$ cat config.mk
export PLATFORM = sky130hd
export DESIGN_NAME = packet_buffer_drop_tail_scheduler_unit
export DESIGN_NICKNAME = d
export VERILOG_FILES = /design/src/hw/rtl/pbds_pkg.sv /design/src/hw/rtl/packet_buffer_drop_tail_scheduler_unit.sv /design/src/hw/rtl/pbds_front.sv /design/src/hw/rtl/pbds_engine.sv
export SDC_FILE = /design/constraint.sdc
export NUM_CORES = 2
export LEC_CHECK = 0
export BUFFER_PORTS_ARGS = -buffer_cell sky130_fd_sc_hd__clkbuf_2
export CORE_MARGIN = 5
export CORE_UTILIZATION = 39
export CTS_CLUSTER_SIZE = 20
export DETAILED_ROUTE_END_ITERATION = 6
export PLACE_DENSITY = 0.51
export SYNTH_ARGS = -nofsm -noshare
export SYNTH_HDL_FRONTEND = slang
export SYNTH_SLANG_ARGS = --single-unit
$ cat constraint.sdc
create_clock -name i_clk -period 9 [get_ports i_clk]
set_input_delay 0 -clock i_clk [delete_from_list [all_inputs] [get_ports i_clk]]
set_output_delay 0 -clock i_clk [all_outputs]
set_load 0.005 [all_outputs]
$ cat src/hw/rtl/pbds_pkg.sv
// Shared types and constants for the drop-tail packet buffer scheduler.
package pbds_pkg;

    localparam int CAP_W = 7;
    localparam int CFG_ADDR_W = 2;
    localparam int CFG_DATA_W = 32;

    localparam logic [CFG_ADDR_W-1:0] ADDR_CAPACITY = 2'd0;
    localparam logic [CAP_W-1:0] CAP_RESET = 7'd64;

    typedef struct packed {
        logic [31:0] arr_time;
        logic [15:0] svc_time;
    } t_in_item;

    typedef struct packed {
        logic        dropped;
        logic [31:0] srv_start;
    } t_out_item;

endpackage

$ cat src/hw/rtl/packet_buffer_drop_tail_scheduler_unit.sv
// Top level of the drop-tail packet buffer scheduler.
// Flow: a push is queued in the front end, the engine takes it into its check
// state, retires expired entries of the finish-time ring one at a time, and then
// registers it once the output register is free; one packet is handled at a time.
// Reset: synchronous active low; queues empty, capacity 64, ring contents kept.
module packet_buffer_drop_tail_scheduler_unit #(
    parameter int MAX_DEPTH = 64,
    parameter int TIME_BITS = 32
) (
    input  logic                               i_clk,
    input  logic                               i_rst_n,
    input  logic                               push,
    output logic                               full,
    input  pbds_pkg::t_in_item                 i_in_item,
    output logic                               empty,
    input  logic                               pop,
    output pbds_pkg::t_out_item                o_out_item,
    input  logic                               psel,
    input  logic                               penable,
    input  logic                               pwrite,
    input  logic [pbds_pkg::CFG_ADDR_W-1:0]    paddr,
    input  logic [pbds_pkg::CFG_DATA_W-1:0]    pwdata,
    output logic [pbds_pkg::CFG_DATA_W-1:0]    prdata,
    output logic                               pready
);
    import pbds_pkg::*;

    logic [CAP_W-1:0] r_capacity;
    logic             fe_vld;
    t_in_item         fe_item;
    logic             fe_take;
    logic             cfg_wr;

    assign pready = 1'b1;
    assign cfg_wr = psel && penable && pwrite && (paddr == ADDR_CAPACITY);
    assign prdata = (paddr == ADDR_CAPACITY) ? CFG_DATA_W'(r_capacity) : '0;

    always_ff @(posedge i_clk) begin
        if (!i_rst_n) begin
            r_capacity <= CAP_RESET;
        end else if (cfg_wr) begin
            r_capacity <= pwdata[CAP_W-1:0];
        end
    end

    pbds_front u_front (
        .i_clk   (i_clk),
        .i_rst_n (i_rst_n),
        .i_push  (push),
        .i_item  (i_in_item),
        .o_full  (full),
        .o_vld   (fe_vld),
        .o_item  (fe_item),
        .i_take  (fe_take)
    );

    pbds_engine #(
        .MAX_DEPTH (MAX_DEPTH),
        .TIME_BITS (TIME_BITS)
    ) u_engine (
        .i_clk      (i_clk),
        .i_rst_n    (i_rst_n),
        .i_vld      (fe_vld),
        .i_item     (fe_item),
        .o_take     (fe_take),
        .i_capacity (r_capacity),
        .o_empty    (empty),
        .o_item     (o_out_item),
        .i_pop      (pop)
    );

endmodule

$ cat src/hw/rtl/pbds_front.sv
// Front end: two-entry input queue that takes packet transactions.
module pbds_front (
    input  logic              i_clk,
    input  logic              i_rst_n,
    input  logic              i_push,
    input  pbds_pkg::t_in_item i_item,
    output logic              o_full,
    output logic              o_vld,
    output pbds_pkg::t_in_item o_item,
    input  logic              i_take
);
    import pbds_pkg::*;

    t_in_item   r_slot [2];
    logic       r_wr_ptr;
    logic       n_wr_ptr;
    logic       r_rd_ptr;
    logic       n_rd_ptr;
    logic [1:0] r_cnt;
    logic [1:0] n_cnt;
    logic       push_ok;
    logic       take_ok;

    assign o_full  = (r_cnt == 2'd2);
    assign o_vld   = (r_cnt != 2'd0);
    assign o_item  = r_slot[r_rd_ptr];
    assign push_ok = i_push && !o_full;
    assign take_ok = i_take && o_vld;

    always_comb begin
        n_wr_ptr = push_ok ? !r_wr_ptr : r_wr_ptr;
        n_rd_ptr = take_ok ? !r_rd_ptr : r_rd_ptr;
        n_cnt    = r_cnt + {1'b0, push_ok} - {1'b0, take_ok};
    end

    always_ff @(posedge i_clk) begin
        if (!i_rst_n) begin
            r_wr_ptr <= 1'b0;
            r_rd_ptr <= 1'b0;
            r_cnt    <= 2'd0;
        end else begin
            r_wr_ptr <= n_wr_ptr;
            r_rd_ptr <= n_rd_ptr;
            r_cnt    <= n_cnt;
        end
    end

    always_ff @(posedge i_clk) begin
        if (push_ok) begin
            r_slot[r_wr_ptr] <= i_item;
        end
    end

endmodule

$ cat src/hw/rtl/pbds_engine.sv
// Back end: finish-time ring, retire sequencer and result register.
module pbds_engine #(
    parameter int MAX_DEPTH = 64,
    parameter int TIME_BITS = 32
) (
    input  logic                         i_clk,
    input  logic                         i_rst_n,
    input  logic                         i_vld,
    input  pbds_pkg::t_in_item           i_item,
    output logic                         o_take,
    input  logic [pbds_pkg::CAP_W-1:0]   i_capacity,
    output logic                         o_empty,
    output pbds_pkg::t_out_item          o_item,
    input  logic                         i_pop
);
    import pbds_pkg::*;

    localparam int AW    = (MAX_DEPTH > 1) ? $clog2(MAX_DEPTH) : 1;
    localparam int CNT_W = $clog2(MAX_DEPTH + 1);
    localparam int CMP_W = (CNT_W > CAP_W) ? CNT_W : CAP_W;
    localparam int SUM_W = ((TIME_BITS > 16) ? TIME_BITS : 16) + 1;

    localparam logic S_IDLE  = 1'b0;
    localparam logic S_CHECK = 1'b1;

    localparam logic [TIME_BITS-1:0] TIME_MAX = {TIME_BITS{1'b1}};

    logic [TIME_BITS-1:0] r_ring [MAX_DEPTH];
    logic [TIME_BITS-1:0] r_rd;

    logic                 r_state;
    logic                 n_state;
    logic [AW-1:0]        r_head;
    logic [AW-1:0]        n_head;
    logic [AW-1:0]        r_tail;
    logic [AW-1:0]        n_tail;
    logic [CNT_W-1:0]     r_count;
    logic [CNT_W-1:0]     n_count;
    logic [TIME_BITS-1:0] r_last;
    logic [TIME_BITS-1:0] n_last;
    logic [TIME_BITS-1:0] r_arr;
    logic [TIME_BITS-1:0] n_arr;
    logic [15:0]          r_svc;
    logic [15:0]          n_svc;
    logic                 r_out_vld;
    logic                 n_out_vld;
    t_out_item            r_out;
    t_out_item            n_out;

    logic [AW-1:0]        head_adv;
    logic [AW-1:0]        tail_adv;
    logic [AW-1:0]        rd_addr;
    logic                 wr_en;
    logic                 drop;
    logic [TIME_BITS-1:0] start;
    logic [SUM_W-1:0]     sum;
    logic [TIME_BITS-1:0] finish;

    assign head_adv = (r_head == AW'(MAX_DEPTH - 1)) ? '0 : r_head + AW'(1);
    assign tail_adv = (r_tail == AW'(MAX_DEPTH - 1)) ? '0 : r_tail + AW'(1);
    assign drop     = (CMP_W'(r_count) >= CMP_W'(i_capacity))
                   || (CMP_W'(r_count) >= CMP_W'(MAX_DEPTH));
    assign start    = (r_count == '0) ? r_arr : r_last;
    assign sum      = SUM_W'(start) + SUM_W'(r_svc);
    assign finish   = (sum > SUM_W'(TIME_MAX)) ? TIME_MAX : TIME_BITS'(sum);

    assign o_empty  = !r_out_vld;
    assign o_item   = r_out;

    always_comb begin
        n_state   = r_state;
        n_head    = r_head;
        n_tail    = r_tail;
        n_count   = r_count;
        n_last    = r_last;
        n_arr     = r_arr;
        n_svc     = r_svc;
        n_out     = r_out;
        n_out_vld = r_out_vld && !i_pop;
        rd_addr   = r_head;
        wr_en     = 1'b0;
        o_take    = 1'b0;
        case (r_state)
            S_IDLE: begin
                if (i_vld) begin
                    o_take  = 1'b1;
                    n_arr   = TIME_BITS'(i_item.arr_time);
                    n_svc   = i_item.svc_time;
                    n_state = S_CHECK;
                end
            end
            S_CHECK: begin
                if ((r_count != '0) && (r_rd <= r_arr)) begin
                    n_head  = head_adv;
                    n_count = r_count - CNT_W'(1);
                    rd_addr = head_adv;
                end else if (!r_out_vld || i_pop) begin
                    n_out_vld = 1'b1;
                    n_state   = S_IDLE;
                    if (drop) begin
                        n_out.dropped   = 1'b1;
                        n_out.srv_start = '0;
                    end else begin
                        n_out.dropped   = 1'b0;
                        n_out.srv_start = 32'(start);
                        n_last          = finish;
                        wr_en           = 1'b1;
                        n_tail          = tail_adv;
                        n_count         = r_count + CNT_W'(1);
                    end
                end
            end
            default: begin
                n_state = S_IDLE;
            end
        endcase
    end

    always_ff @(posedge i_clk) begin
        if (!i_rst_n) begin
            r_state   <= S_IDLE;
            r_head    <= '0;
            r_tail    <= '0;
            r_count   <= '0;
            r_last    <= '0;
            r_out_vld <= 1'b0;
        end else begin
            r_state   <= n_state;
            r_head    <= n_head;
            r_tail    <= n_tail;
            r_count   <= n_count;
            r_last    <= n_last;
            r_out_vld <= n_out_vld;
        end
    end

    always_ff @(posedge i_clk) begin
        r_arr <= n_arr;
        r_svc <= n_svc;
        r_out <= n_out;
    end

    always_ff @(posedge i_clk) begin
        if (wr_en) begin
            r_ring[r_tail] <= finish;
        end
        r_rd <= r_ring[rd_addr];
    end

endmodule

* After elaboration in Yosys (flattened, before gate mapping)
Memories as Yosys holds them, arrays and structs flattened. A register that Yosys moved wholly into a read port is not among the register bits. Index checks and enable logic that the tools add are counted. W data, S select, Z words.
Cells by class: bitwise logic cells 3, order comparisons 4, reductions and logical operators 23, equality and inequality tests 4, $add $sub $neg 7, mux-type cells 27
Operators with widths (number):
- $mux W32 | 2
- $add A32 B16 Y33 | 1
- $gt A33 B32 Y1 const B | 1
- $mux W33 | 1
- $le A32 B32 Y1 | 1
- $mux W7 | 4
- $mux W6 | 4
- $mux W1 | 15
- $add A6 B1 Y6 const B | 2
- $eq A6 B6 Y1 const B | 2
- $add A7 B1 Y7 const B | 1
- $ge A7 B7 Y1 | 1
- $ge A7 B7 Y1 const B | 1
- $logic_and A1 B1 Y1 | 7
- $logic_not A7 Y1 | 1
- $reduce_bool A7 Y1 | 1
- $sub A7 B1 Y7 const B | 1
- $reduce_and A3 Y1 | 2
- $logic_not A1 Y1 | 5
- $reduce_and A4 Y1 | 1
- $reduce_bool A2 Y1 | 2
- $not A1 Y1 | 3
- $add A2 B1 Y2 | 1
- $eq A2 B2 Y1 const B | 1
- other kinds (6) | 7
Storage, ports and cells: memories kept 2, RAM bits 2144, register bits 97
Memory list:
- u_engine.r_ring | depth 64, bits a word 32, rd ports 1, clocked after memory_dff 1, wr ports 1, RTL line pbds_engine.sv:28 | logic [TIME_BITS-1:0] r_ring [MAX_DEPTH];
- u_front.r_slot | depth 2, bits a word 48, rd ports 1, clocked after memory_dff 1, wr ports 1, RTL line pbds_front.sv:14 | t_in_item r_slot [2];

* Longest topological paths before layout
word-level depth 8, gate-level depth with buffers 21, gate-level depth less buffers 18

* Hierarchy
A second synthesis with hierarchy kept.
Unflattened totals: cells, all modules 6450, area, all modules 93857.5 sq um
By module, submodules not included:
- pbds_engine | instances 1, cells an instance 6206, seq. area each 65632.9 sq um, area each 89525.9 sq um
- pbds_front | instances 1, cells an instance 176, seq. area each 2982.9 sq um, area each 3778.6 sq um
- packet_buffer_drop_tail_scheduler_unit | instances 1, cells an instance 68, seq. area each 140.1 sq um, area each 553.0 sq um

* Least setup slack after synthesis
OpenSTA, ideal clock, no wires.
path kind reg2reg, start register u_engine.r_arr[21], end memory u_engine.r_ring[15][0] (enable), setup slack 2.563 ns, period minus slack after synthesis 6.437 ns, data arrival time 5.923 ns, path buffers 3, cell stages (with the launch flop) 15, cell sequence edfxtp_1 inv_1 ha_1 and4_1 and4bb_1 nand3_2 a21boi_1 o21a_1 buf_4 or2_0 buf_2 nand3_1 or3_1 clkbuf_1 nor4b_1
Between the ends: cells in the longest elaborated chain, start to end 6
RTL lines:
- start: declaration | RTL line pbds_engine.sv:41 | logic [TIME_BITS-1:0] r_arr;
- start signal: assignment | RTL line pbds_engine.sv:138 | r_arr <= n_arr;
- $le A32 B32 Y1 | RTL line pbds_engine.sv:93 | if ((r_count != '0) && (r_rd <= r_arr)) begin
- $logic_and A1 B1 Y1 | RTL line pbds_engine.sv:93
- $mux W1 | RTL line pbds_engine.sv:93
- $mux W1 | RTL line pbds_engine.sv:83 | case (r_state)
- $mux W1 | RTL line pbds_engine.sv:144 | if (wr_en) begin
- $mux W1 (not written as such) | RTL line pbds_engine.sv:145 | r_ring[r_tail] <= finish;
- end: declaration | RTL line pbds_engine.sv:28
Every way passes these cells.

* Worst setup path after layout
start register u_engine.r_arr[13], end memory u_engine.r_ring[43][29] (enable)
The elaborated chain is that of the path after synthesis.

==> flow_summary_export.csv <==
group,metric,value,unit
status,status,"finished, final reports clean",
placed_design,place.gp.congestion,0.823,
global_route,grt_overflow,0,
clocking,clk_pin_slew,0.06,ns
routing,post_drt_via_cell_ratio,5.66,
floorplanning,coreArea,238000,µm²
critical_path,worstSetupPathType,"reg -> reg",
synthesis,yosysWarnings,0,
synthesis,yosys.area_share.simple,0.107,
sta,worstMarginPinSlew,1.46,ns
synthesis,synth_xor_xnor_area_share,0.00405,
final_layout,final_util,0.450,
clocking,cts_tree,"built",
floorplanning,io_pins,157,
routing,ant_nets,0,
sta,hold_viol,0,
clocking,cts_setup_buffers,0,
clocking,cts-buffers-inserted,236,
synthesis,synth_area_per_cell,14.2,µm²
synthesis,ys_seq_area_frac,0.739,
synthesis,ys.flop_type,"edfxtp_1",
min_path,min-delay-start,"push",
clocking,max-clock-path-buffers,3,
critical_path,regToRegEndpoint,"u_engine.r_ring[43][29]",
synthesis,synthArstFlopShare,0,
global_route,antenna_found_initial,26,
sta,slew_headroom,0.0291,
routing,drt-wirelength-per-cell,28.9,µm
clocking,clockRootBuffer,"clkbuf_16",
synthesis,postSynthCellCount,6541,
power_and_ir_drop,clockPowerShare,0.202,
synthesis,synth_area,93000,µm²
synthesis,synth.most_common_cell,"edfxtp_1",
routing,dr.first_iter.drc_count,6087,
critical_path,path_max_fanout,18,
critical_path,worst-r2r-cell-count,14,
clocking,cts.sinks,2321,
critical_path,startpoint_type,"flop",
critical_path,endpoint_kind,"flop",
synthesis,synth_common_cells,"edfxtp_1, nand2_1, nand3_1, mux2i_1, a21oi_1",
critical_path,critPathRequiredTime,9.54,ns
power_and_ir_drop,power.net_switching,19300,µW
floorplanning,chipWidth,498,µm
sta,max_freq,152,MHz
global_route,grt_max_degree,122,
synthesis,synth_edf_count,2225,
synthesis,synth_top_family_by_area,"simple AND/OR/NAND/NOR gates",
routing,wl,295000,µm
power_and_ir_drop,p_int,28300,µW
power_and_ir_drop,power_leakage,0.0382,µW
floorplanning,die_height,498,µm
synthesis,yosys-top-cells-area,"edfxtp_1, nand2_1, mux2i_1, nand3_1, dfxtp_1",
placed_design,numPortBuffers,105,
sta,finalWorstSetupSlack,2.43,ns
routing,dr.pass1.iters,6,
floorplanning,start_util,0.391,
min_path,whs_endpoint,"u_front.r_cnt[0]",
routing,vias,57600,
power_and_ir_drop,ir_worst_vdd,0.000762,V
final_layout,finalNetCount,6972,
final_layout,area_growth_syn_to_layout,15.0,%
flow_run,cap_violations,0,
sta,slew_violations,0,
power_and_ir_drop,combPwrFrac,0.403,
global_route,grt_pass1_wl,416000,µm
synthesis,synth_compound_area_frac,0.0621,
global_route,grt_util_all_layers,0.231,
placed_design,dp_slack,2.51,ns
power_and_ir_drop,p_sw_frac,0.405,
critical_path,r2r_start,"u_engine.r_arr[13]",
sta,rsz0062_at_grt,"false",
synthesis,synth.largest_area_cell,"edfxtp_1",
placed_design,dpl.hpwl,160000,µm
final_layout,drive_above_1_share,0.119,
synthesis,muxShareOfSynthArea,0.0541,
floorplanning,dieArea,248000,µm²
min_path,hold_depth,6,
sta,final.period_utilization,0.730,
synthesis,synthAdderAreaFrac,0.00904,
floorplanning,rows,179,
critical_path,cp.arrival,7.11,ns
clocking,cts_resized,0,
sta,fin_worst_skew,0.0616,ns
synthesis,ys_ff_latch,2321,
synthesis,synthDistinctLibCells,79,
sta,min_period,6.57,ns
routing,drc,0,
critical_path,rrSetupSlack,2.43,ns
sta,finalSetupTns,0,ns
sta,setup_violations,0,
global_route,first_global_vias,55400,
synthesis,synth_top_area_frac,0.718,
clocking,clk_latency,0.88,ns
min_path,min-delay-path-class,"in -> reg",
clocking,h-tree-depth,4,
critical_path,cp-startpoint,"u_engine.r_arr[13]",
power_and_ir_drop,p_seq_frac,0.395,
power_and_ir_drop,power.density,445,nW/µm²
==> registers in the layout, indices dropped and copies added, names as in the netlist <==
name,count
u_engine.o_item,33
u_engine.r_out_vld,1
r_capacity,7
u_engine.r_last,32
u_engine.r_rd,32
u_engine.r_svc,16
u_engine.r_state,1
u_front.r_wr_ptr,1
u_engine.r_count,7
u_engine.r_arr,32
u_engine.r_tail,6
u_front.r_rd_ptr,1
u_front.r_slot,96
u_engine.r_ring,2048
u_front.r_cnt,2
u_engine.r_head,6
==> cell families (layout without fill, tap and decap cells) <==
| family | count (synthesis) | after routing |
|---|---|---|
| flops | 2321 | 2321 |
| simple gates | 2267 | 2267 |
| compound gates | 859 | 859 |
| mux | 497 | 497 |
| buf+inv | 486 | 938 |
| fa+ha+maj | 66 | 66 |
| xor+xnor | 43 | 43 |
| other cells | 2 | 33 |
==> through the flow <==
step / power [µW] / std cells / cell area [µm²] / hold WS [ns]
5_1_grt: 49600 / 10200 / 107000 / 0.248
4_1_cts: 47800 / 10200 / 107000 / 0.144
6_report: 47600 / 10200 / 107000 / 0.225
3_5_place_dp: 38200 / 9617 / 98100 / 0.193
3_3_place_gp: 37900 / 9617 / 98100 / 0.188
2_1_floorplan: 29700 / 6565 / 93100 / 0.0300
==> critical path, stage by stage (launching register included) <==
cell and delay, ns:
edfxtp_1 0.33, inv_1 0.08, ha_1 0.32, nand4_2 0.16, nor4_4 0.41, a2111o_1 0.35, o21a_1 0.51, or2_0 0.61
nand3_1 0.14, buf_4 0.24, or2_2 0.51, nor2_1 0.36, nand3_1 0.66, nor2_4 1.04, buf_4 0.46
==> worst max path at each step <==
stage | slack (ns) | cells after the start | end
2_1_floorplan | 2.56 | 14 | u_engine.r_ring[15][0]
3_3_place_gp | 2.55 | 18 | u_engine.r_rd[14]
3_5_place_dp | 2.51 | 14 | u_engine.r_ring[43][7]
4_1_cts | 2.46 | 14 | u_engine.r_ring[43][29]
5_1_grt | 2.20 | 14 | u_engine.r_ring[43][29]
6_report | 2.43 | 14 | u_engine.r_ring[43][29]
==> cell type report <==
cell class	instances	area [µm²]
Fill cell	21100	131000
Sequential cell	2321	68700
Multi-Input combinational cell	3758	22800
Clock buffer	294	6270
Tap cell	3167	3960
Timing Repair Buffer	442	3680
Clock inverter	144	1230
Inverter	58	218
Antenna cell	7	17.5
==> power groups by stage <==
stage                     Sequential [µW]  Clock (µW)  Combinational, µW
final                               18800        9600              19200
after detailed placement            19000           0              19200
after global routing                18800       10300              20500
after floorplan                     19100           0              10600
after CTS                           18800        9770              19300
after global placement              19000           0              18900
==> placed cells by master (no fill, tap or decap), drive strengths merged, types with 68 or more instances in the layout <==
master | Yosys | layout
clkbuf | 162 | 399
nor2 | 134 | 134
o21ai | 87 | 87
buf | 266 | 208
clkinv | 0 | 107
dfxtp | 96 | 96
a31oi | 75 | 75
a21oi | 297 | 297
dlygate4sd3 | 0 | 129
edfxtp | 2225 | 2225
o221ai | 184 | 184
nand2 | 1321 | 1321
nand3 | 492 | 492
inv | 58 | 68
mux2i | 449 | 449
==> per-layer routing <==
layer	part of all wire	track usage
met5	0.00023	0
met4	0.035	0.0738
met3	0.068	0.0343
met2	0.47	0.375
met1	0.43	0.321
==> repair_timing <==
action,4_1_cts,5_1_grt
hold endpoints to repair,256,0
endpoints found under the setup margin,0,0
hold buffers,129,0
Note: power is estimated with default switching activity, not from simulation.
